### src/hdl/wbmc_pkg.sv
// Package for the watch button and mode controller.
// Holds mode and action codes, timing constants and the types shared by the step logic
// and the top level. No dependencies.
`default_nettype none

package wbmc_pkg;

	localparam int unsigned HOLD_W  = 16;
	localparam int unsigned IDLE_W  = 24;
	localparam int unsigned MODE_W  = 2;
	localparam int unsigned ACT_W   = 2;

	localparam logic [HOLD_W-1:0] LONG_PRESS_RST   = 16'd1000;
	localparam logic [IDLE_W-1:0] INACTIVE_LIM_RST = 24'd10000;
	localparam logic [IDLE_W-1:0] TICK_MS          = 24'd5;

	localparam logic [MODE_W-1:0] MODE_NORMAL = 2'd0;
	localparam logic [MODE_W-1:0] MODE_ADJUST = 2'd1;
	localparam logic [MODE_W-1:0] MODE_FIRED  = 2'd2;

	localparam logic [ACT_W-1:0] ACT_NONE   = 2'd0;
	localparam logic [ACT_W-1:0] ACT_TIME   = 2'd1;
	localparam logic [ACT_W-1:0] ACT_ALARM  = 2'd2;
	localparam logic [ACT_W-1:0] ACT_CLEAR  = 2'd3;

	localparam logic TICK_FAST = 1'b0;
	localparam logic TICK_SLOW = 1'b1;

	typedef struct packed {
		logic [MODE_W-1:0] mode;
		logic              armed;
		logic [HOLD_W-1:0] hold0;
		logic [HOLD_W-1:0] hold1;
		logic [IDLE_W-1:0] idle;
		logic              beep_phase;
		logic              beep_level;
	} state_t;

	typedef struct packed {
		logic       slow;
		logic [1:0] held;
		logic [1:0] pressed;
		logic [1:0] released;
		logic       motion;
		logic       aflag;
	} tick_t;

	typedef struct packed {
		logic [MODE_W-1:0] watch_mode;
		logic [ACT_W-1:0]  act0;
		logic [ACT_W-1:0]  act1;
		logic              alarm_on;
		logic              changed;
		logic              clear;
		logic              buzzer;
		logic              sleep;
	} result_t;

	typedef struct packed {
		logic [HOLD_W-1:0] long_press;
		logic [IDLE_W-1:0] idle_limit;
	} cfg_t;

endpackage

`default_nettype wire

### src/hdl/wbmc_step.sv
// Step logic of the watch button and mode controller: next state and result of one tick.
// Purely combinational; depends on wbmc_pkg.
`default_nettype none

module wbmc_step (
	input  wbmc_pkg::cfg_t    cfg,
	input  wbmc_pkg::state_t  cur,
	input  wbmc_pkg::tick_t   tick,
	output wbmc_pkg::state_t  nxt,
	output wbmc_pkg::result_t res
);
	import wbmc_pkg::*;

	logic [HOLD_W:0]   sum0;
	logic [HOLD_W:0]   sum1;
	logic [HOLD_W-1:0] sat0;
	logic [HOLD_W-1:0] sat1;
	logic [IDLE_W:0]   isum;
	logic [IDLE_W-1:0] isat;
	logic              lp0;
	logic              lp1;

	assign sum0 = {1'b0, cur.hold0} + {1'b0, TICK_MS[HOLD_W-1:0]};
	assign sum1 = {1'b0, cur.hold1} + {1'b0, TICK_MS[HOLD_W-1:0]};
	assign sat0 = sum0[HOLD_W] ? {HOLD_W{1'b1}} : sum0[HOLD_W-1:0];
	assign sat1 = sum1[HOLD_W] ? {HOLD_W{1'b1}} : sum1[HOLD_W-1:0];
	assign isum = {1'b0, cur.idle} + {1'b0, TICK_MS};
	assign isat = isum[IDLE_W] ? {IDLE_W{1'b1}} : isum[IDLE_W-1:0];
	assign lp0  = (sat0 == cfg.long_press) && (sat0 != cur.hold0);
	assign lp1  = (sat1 == cfg.long_press) && (sat1 != cur.hold1);

	always_comb begin
		nxt = cur;
		res = '0;
		if (tick.slow == TICK_FAST) begin
			if (tick.held[0]) begin
				nxt.hold0 = sat0;
				if (lp0) begin
					nxt.mode = (cur.mode == MODE_NORMAL) ? MODE_ADJUST : MODE_NORMAL;
				end
			end
			if (tick.held[1]) begin
				nxt.hold1 = sat1;
				if (lp1) begin
					nxt.armed   = ~cur.armed;
					res.changed = 1'b1;
				end
			end
			if (tick.held == 2'b00) begin
				nxt.idle = isat;
			end
			if ((tick.pressed != 2'b00) || tick.motion) begin
				nxt.idle = '0;
			end
			if (tick.released[0]) begin
				if (nxt.hold0 < cfg.long_press) begin
					case (nxt.mode)
						MODE_NORMAL: res.act0 = ACT_TIME;
						MODE_ADJUST: res.act0 = ACT_ALARM;
						MODE_FIRED: begin
							res.act0       = ACT_CLEAR;
							res.clear      = 1'b1;
							nxt.beep_level = 1'b0;
							nxt.mode       = MODE_NORMAL;
						end
						default: res.act0 = ACT_NONE;
					endcase
				end
				nxt.hold0 = '0;
			end
			if (tick.released[1]) begin
				if (nxt.hold1 < cfg.long_press) begin
					case (nxt.mode)
						MODE_NORMAL: res.act1 = ACT_TIME;
						MODE_ADJUST: res.act1 = ACT_ALARM;
						MODE_FIRED: begin
							res.act1       = ACT_CLEAR;
							res.clear      = 1'b1;
							nxt.beep_level = 1'b0;
							nxt.mode       = MODE_NORMAL;
						end
						default: res.act1 = ACT_NONE;
					endcase
				end
				nxt.hold1 = '0;
			end
		end else begin
			if (tick.aflag) begin
				if (cur.armed) begin
					nxt.mode = MODE_FIRED;
				end else begin
					res.clear = 1'b1;
				end
			end
			if (nxt.mode == MODE_FIRED) begin
				nxt.beep_level = cur.beep_phase;
				nxt.beep_phase = ~cur.beep_phase;
			end
			res.sleep = (cur.idle >= cfg.idle_limit) && (nxt.mode != MODE_FIRED);
		end
		res.watch_mode = nxt.mode;
		res.alarm_on   = nxt.armed;
		res.buzzer     = nxt.beep_level;
	end

endmodule

`default_nettype wire

### src/hdl/watch_button_mode_controller.sv
// Top level of the watch button and mode controller: tick register, state, result register
// and configuration registers. Depends on wbmc_pkg and wbmc_step.
//
// Usage:
//   Input channel (in_valid/in_stall) carries one tick per transfer: mode selects a fast
//   5 ms tick or a slow one-second tick, with button levels and edges, motion and the
//   clock's alarm flag. Output channel (out_valid/out_stall) carries one result per tick:
//   mode, button actions, alarm enable, pulses and buzzer level.
//   Flow: the tick register loads at the input transfer; the step logic then fills the
//   result register, and out_valid rises, once that register is empty or not stalled.
//   Throughput is one tick per cycle while the receiver does not stall; the state
//   registers update in the same cycle the result register loads, so each tick sees
//   the state left by the one before.
//   When the receiver stalls, the result register holds and the tick register takes one
//   more tick; in_stall rises only when both are full.
//   Configuration: APB writes at byte 0 (long press time, 16 bits) and byte 4 (idle
//   limit, 24 bits); write only while no tick is in flight.
//   Reset clears the state register and the valids (not the tick and result registers),
//   and loads the default configuration (1000 ms long press, 10000 ms idle limit).
`default_nettype none

module watch_button_mode_controller (
	input  wire logic        clk,
	input  wire logic        arst_n,
	input  wire logic        psel,
	input  wire logic        penable,
	input  wire logic        pwrite,
	input  wire logic [2:0]  paddr,
	input  wire logic [31:0] pwdata,
	output logic      [31:0] prdata,
	output logic             pready,
	input  wire logic        in_valid,
	output logic             in_stall,
	input  wire logic        mode,
	input  wire logic [1:0]  buttons_held,
	input  wire logic [1:0]  buttons_pressed,
	input  wire logic [1:0]  buttons_released,
	input  wire logic        motion_event,
	input  wire logic        alarm_flag,
	output logic             out_valid,
	input  wire logic        out_stall,
	output logic      [1:0]  watch_mode,
	output logic      [1:0]  button0_action,
	output logic      [1:0]  button1_action,
	output logic             alarm_on,
	output logic             alarm_enable_changed,
	output logic             clear_alarm,
	output logic             buzzer_on,
	output logic             sleep_request
);
	import wbmc_pkg::*;

	cfg_t    cfg_q;
	state_t  state_q;
	state_t  state_nxt;
	tick_t   tick_s1;
	logic    valid_s1;
	result_t res_nxt;
	result_t res_s2;
	logic    valid_s2;
	logic    out_free;
	logic    advance;
	logic    in_xfer;
	logic    cfg_wr;

	assign pready   = 1'b1;
	assign cfg_wr   = psel && penable && pwrite;
	assign out_free = !valid_s2 || !out_stall;
	assign advance  = valid_s1 && out_free;
	assign in_stall = valid_s1 && !out_free;
	assign in_xfer  = in_valid && !in_stall;

	always_comb begin
		case (paddr[2])
			1'b0:    prdata = {16'd0, cfg_q.long_press};
			default: prdata = {8'd0, cfg_q.idle_limit};
		endcase
	end

	always_ff @(posedge clk or negedge arst_n) begin
		if (!arst_n) begin
			cfg_q.long_press <= LONG_PRESS_RST;
			cfg_q.idle_limit <= INACTIVE_LIM_RST;
		end else if (cfg_wr) begin
			if (paddr[2]) begin
				cfg_q.idle_limit <= pwdata[IDLE_W-1:0];
			end else begin
				cfg_q.long_press <= pwdata[HOLD_W-1:0];
			end
		end
	end

	always_ff @(posedge clk) begin
		if (in_xfer) begin
			tick_s1 <= '{slow: mode, held: buttons_held, pressed: buttons_pressed,
				released: buttons_released, motion: motion_event, aflag: alarm_flag};
		end
	end

	always_ff @(posedge clk or negedge arst_n) begin
		if (!arst_n) begin
			valid_s1 <= 1'b0;
		end else if (in_xfer) begin
			valid_s1 <= 1'b1;
		end else if (advance) begin
			valid_s1 <= 1'b0;
		end
	end

	wbmc_step u_step (
		.cfg  (cfg_q),
		.cur  (state_q),
		.tick (tick_s1),
		.nxt  (state_nxt),
		.res  (res_nxt)
	);

	always_ff @(posedge clk or negedge arst_n) begin
		if (!arst_n) begin
			state_q <= '0;
		end else if (advance) begin
			state_q <= state_nxt;
		end
	end

	always_ff @(posedge clk) begin
		if (advance) begin
			res_s2 <= res_nxt;
		end
	end

	always_ff @(posedge clk or negedge arst_n) begin
		if (!arst_n) begin
			valid_s2 <= 1'b0;
		end else if (out_free) begin
			valid_s2 <= valid_s1;
		end
	end

	assign out_valid            = valid_s2;
	assign watch_mode           = res_s2.watch_mode;
	assign button0_action       = res_s2.act0;
	assign button1_action       = res_s2.act1;
	assign alarm_on             = res_s2.alarm_on;
	assign alarm_enable_changed = res_s2.changed;
	assign clear_alarm          = res_s2.clear;
	assign buzzer_on            = res_s2.buzzer;
	assign sleep_request        = res_s2.sleep;

endmodule

`default_nettype wire
### config.mk
export PLATFORM = sky130hd
export DESIGN_NAME = watch_button_mode_controller
export DESIGN_NICKNAME = d
export VERILOG_FILES = /design/src/hdl/wbmc_pkg.sv /design/src/hdl/wbmc_step.sv /design/src/hdl/watch_button_mode_controller.sv
export SDC_FILE = /design/constraint.sdc
export NUM_CORES = 1
export LEC_CHECK = 0
export ABC_AREA = 1
export BUFFER_PORTS_ARGS = -buffer_cell sky130_fd_sc_hd__buf_2
export CAP_MARGIN = 5
export CORE_MARGIN = 4
export CORE_UTILIZATION = 35
export CTS_BUF_LIST = sky130_fd_sc_hd__clkbuf_4
export DETAILED_ROUTE_END_ITERATION = 10
export HOLD_SLACK_MARGIN = 0.03
export MAX_ROUTING_LAYER = met4
export SETUP_SLACK_MARGIN = 0.5
export SLEW_MARGIN = 30
export SYNTH_ARGS = -nofsm -noshare
export SYNTH_HDL_FRONTEND = slang
export SYNTH_HIERARCHICAL = 1
export SYNTH_SLANG_ARGS = --single-unit
### constraint.sdc
create_clock -name clk -period 5.09 [get_ports clk]
set_input_delay 0.7635 -clock clk [delete_from_list [all_inputs] [get_ports clk]]
set_output_delay 0.7635 -clock clk [all_outputs]
set_load 0.03 [all_outputs]
==> flow_summary.toml <==
[critical_path]
wp_buf_inv = 2
critPathKind = "reg2reg"
cp_data_arrival_time_ns = 4.40
cell_repeated_most_along_the_worst_path = "sky130_fd_sc_hd__nand2_1"
critical_path.cell_chain = "ha_1 -> inv_1 -> nand2_4 -> nand2_2 -> nor2_4 -> nand2_4 -> nand3_1 -> o21ai_0 -> inv_1 -> ha_1 -> a21oi_1 -> nor2_1 -> a211oi_1 -> o221ai_1 -> nor2_1 -> nand2_1 -> nand2_1 -> nand2_1 -> ha_1 -> nand3_1 -> nand2_1 -> o21ai_0 -> nand2_1 -> nand2_1"
worst_path_cell_with_the_longest_stage_delay = "sky130_fd_sc_hd__dfrtp_1"
timing.critical_path.required_ns = 5.62
critical-path-top-delay-family = "simple AND/OR/NAND/NOR gates"
critical_path_cell_count = 24
critical_path.max_fanout = 26
cp_slowest_stage_delay_ns = 0.50
start_kind = "register"
worstReg2RegStart = "state_q[42]"
cp-end-kind = "register"
crit-reg2reg-capture = "state_q[0]"
timing.reg2reg.setup_slack_ns = 1.23
reg2reg_depth = 24

[global_routing]
globalRouteTotalUtil_pct = 20.14
grt_pass1_wl_um = 48990
grt_pass1_vias = 9201
grt_antenna_before_repair = 4
grt_max_degree = 63
overflow = 0

[clocking]
cts_inserted_buffers = 17
cts_root_buf = "sky130_fd_sc_hd__clkbuf_4"
cts_repair_resize_count = 0
cts_hold_repair.buffers = 0
clkSlewWorstSetupHoldPaths_ns = 0.15
cts_max_level = 4
cts_sinks = 123
insertion_delay_ns = 0.60
cts_tree = "yes"
cts_max_path_buffers = 2
cts_setup_buffers = 0

[power_and_ir_drop]
worst_vdd_rail_ir_drop_mv = 0.1903
power_leakage_nw = 5.601
power.density_cell_area_mw_per_mm2 = 307.1

[timing]
finalSetupViolations = 0
slew_viol_final = 0
clock_skew_ns = 0.02852
max_clock_freq_mhz = 258.8
setup_tns_ns = 0
layout_worst_path_cycle_share_pct = 75.91
worst-slew-pin-transition_ns = 0.9012
layout_setup_ws_ns = 1.226
grt_setup_unrepaired = "no"
timing_hold_violations_final = 0
period_minus_slack_ns = 3.864
relative_slew_slack_pct = 39.83
hold_slack_ns = 0.2229

[die]
initial_utilization_pct = 35.52
die_width_um = 176.1
top_level_ports = 97
core_region_area_sq_mm = 0.02786
die_height_um = 176.1
row_count = 61
fp.dieArea_sq_mm = 0.03102

[job]
drv_cap = 0

[place]
routabilityCongestion = 0.9172
preCtsSetupSlack_ns = 1.279
place_hpwl_um = 22020
port_buffers = 77

[finish]
most_common_cell_after_layout_fill_and_taps_aside = "sky130_fd_sc_hd__nand2_1"
finalCoreUtilization_pct = 38.49
commonest_cells_after_routing_fill_and_taps_aside = "577 x sky130_fd_sc_hd__nand2_1, 179 x sky130_fd_sc_hd__inv_1, 123 x sky130_fd_sc_hd__nand3_1"
drive_above_1_share_pct = 10.67
signed_area_change_from_the_synthesized_netlist_to_the_final_layout_pct = 8.371
layout.nets = 1656

[synthesis]
synth-adder-area-share_pct = 7.840
synth_area_per_cell_sq_um = 6.623
post_synthesis_cells = 1494
synth-main-ff-cell = "sky130_fd_sc_hd__dfrtp_1"
synth_warnings = 6
combinational_family_with_the_most_area_after_synthesis = "simple AND/OR/NAND/NOR gates"
synth_compound_area_share_pct = 9.788
synthArstFlopShare_pct = 83.74
edff_count_synth = 20
post_synth_instance_area_sq_mm = 0.009894
synth_sequential_area_ratio_pct = 32.26
synthDistinctLibCells = 46
post_synth_mux_area_share_pct = 0
postSynthRegisterBits = 123
synth_simple_gate_area_share_pct = 36.76
synth_xor_area_share_pct = 1.859

[drt]
dr.pass1.iters = 5
wl_per_cell_um = 15.50
route.detailed.drc = 0
vias_per_cell = 5.009
finalWirelength_um = 30040
initialDrtViolationCount = 811
drtAntennaViolNets = 0
vias = 9707

[hold_path]
hold_path_class = "in2async"

[outcome]
status = "complete, no violations"
power by group:
group	total [mW]	leakage, nW	switching [mW]	internal (mW)
Combinational	1.25	3.92	0.853	0.393
Clock	0.711	0.142	0.454	0.257
Sequential	1.33	1.54	0.179	1.16
Total	3.29	5.60	1.49	1.81
cells by family after synthesis:
kind of cell	Yosys count
AO/OA/AOI/OAI	174
XOR/XNOR	21
AND/OR/NAND/NOR	859
buffers and inverters	253
adder cells (fa/ha/maj)	62
flip-flops	123
other	2
worst max path at each step:
stage	to	startpoint	slack, ns
CTS	state_q[0]	state_q[42]	1.23
global route	state_q[0]	state_q[42]	0.75
detailed placement	state_q[0]	state_q[42]	1.28
floorplan	watch_mode[1]	state_q[42]	1.67
global placement	state_q[0]	state_q[42]	1.31
finish	state_q[0]	state_q[42]	1.23
cell usage after synthesis (2+ instances only):
master | n | area [sq um]
sky130_fd_sc_hd__buf_2 | 16 | 80.08
sky130_fd_sc_hd__nand2_2 | 8 | 50.05
sky130_fd_sc_hd__o221ai_1 | 2 | 17.52
sky130_fd_sc_hd__nand2_1 | 577 | 2166
sky130_fd_sc_hd__buf_6 | 12 | 135.1
sky130_fd_sc_hd__edfxtp_1 | 20 | 600.6
sky130_fd_sc_hd__nand2_4 | 2 | 22.52
sky130_fd_sc_hd__nor2_4 | 4 | 45.04
sky130_fd_sc_hd__clkbuf_1 | 14 | 52.55
sky130_fd_sc_hd__and3_1 | 2 | 12.51
sky130_fd_sc_hd__nand3_1 | 123 | 615.6
sky130_fd_sc_hd__inv_1 | 179 | 671.9
sky130_fd_sc_hd__a211oi_1 | 4 | 30.03
sky130_fd_sc_hd__buf_4 | 17 | 127.6
sky130_fd_sc_hd__o21ai_0 | 81 | 405.4
sky130_fd_sc_hd__o22ai_1 | 30 | 187.7
sky130_fd_sc_hd__nor3_1 | 22 | 110.1
sky130_fd_sc_hd__nor4_1 | 9 | 56.30
sky130_fd_sc_hd__o21ai_1 | 5 | 25.02
sky130_fd_sc_hd__ha_1 | 62 | 775.7
sky130_fd_sc_hd__a21oi_1 | 37 | 185.2
sky130_fd_sc_hd__nand4_1 | 29 | 181.4
sky130_fd_sc_hd__buf_1 | 3 | 11.26
sky130_fd_sc_hd__nor2_1 | 70 | 262.8
sky130_fd_sc_hd__o21ai_2 | 2 | 17.52
sky130_fd_sc_hd__or2_2 | 4 | 25.02
sky130_fd_sc_hd__dfstp_2 | 11 | 289.0
sky130_fd_sc_hd__xor2_1 | 21 | 183.9
sky130_fd_sc_hd__o211ai_1 | 2 | 15.01
sky130_fd_sc_hd__a21o_1 | 3 | 22.52
sky130_fd_sc_hd__nor3b_1 | 2 | 15.01
sky130_fd_sc_hd__dfrtp_1 | 92 | 2302
sky130_fd_sc_hd__inv_2 | 9 | 33.78
sky130_fd_sc_hd__nor2_2 | 4 | 25.02
sky130_fd_sc_hd__conb_1 | 2 | 7.510
sky130_fd_sc_hd__o31ai_1 | 3 | 22.52
sky130_fd_sc_hd__nand4_4 | 2 | 42.54
layout make-up:
| cell class | instances | area [sq um] |
|---|---|---|
| multi-input cells | 1125 | 5605 |
| fillers | 2999 | 17140 |
| clock buffers | 18 | 135.1 |
| flip-flops and latches | 123 | 3192 |
| well taps | 378 | 473.0 |
| inverters | 190 | 715.7 |
| repair buffers | 86 | 455.4 |
| clock inverters | 14 | 136.4 |
| diodes | 4 | 10.01 |
stage by stage:
stage                     power (mW)  cell area [sq um]  std cells
after floorplan                2.225               9921       1501
after global placement         2.568              10440       1902
after detailed placement       2.592              10440       1902
after CTS                      3.315              10710       1934
after global routing           3.556              10720       1938
final                          3.292              10720       1938
registers in the layout (all words and copies together), names as in the netlist:
register / flops
button1_action: 2
watch_mode: 2
alarm_on: 1
state_q: 61
buzzer_on: 1
valid_s1: 1
alarm_enable_changed: 1
cfg_q: 40
out_valid: 1
sleep_request: 1
clear_alarm: 1
tick_s1: 9
button0_action: 2
layer usage:
metal	track usage, %	wire, um	part of all wire (%)	vias to the layer above
met4	3.509	207	0.69	0
met2	31.93	13850	46	238
met1	27.46	14580	49	4542
met3	3.704	1396	4.6	17
met5	-	0	0	-
li1	-	-	-	4910
(Power assumes the default switching activity.)
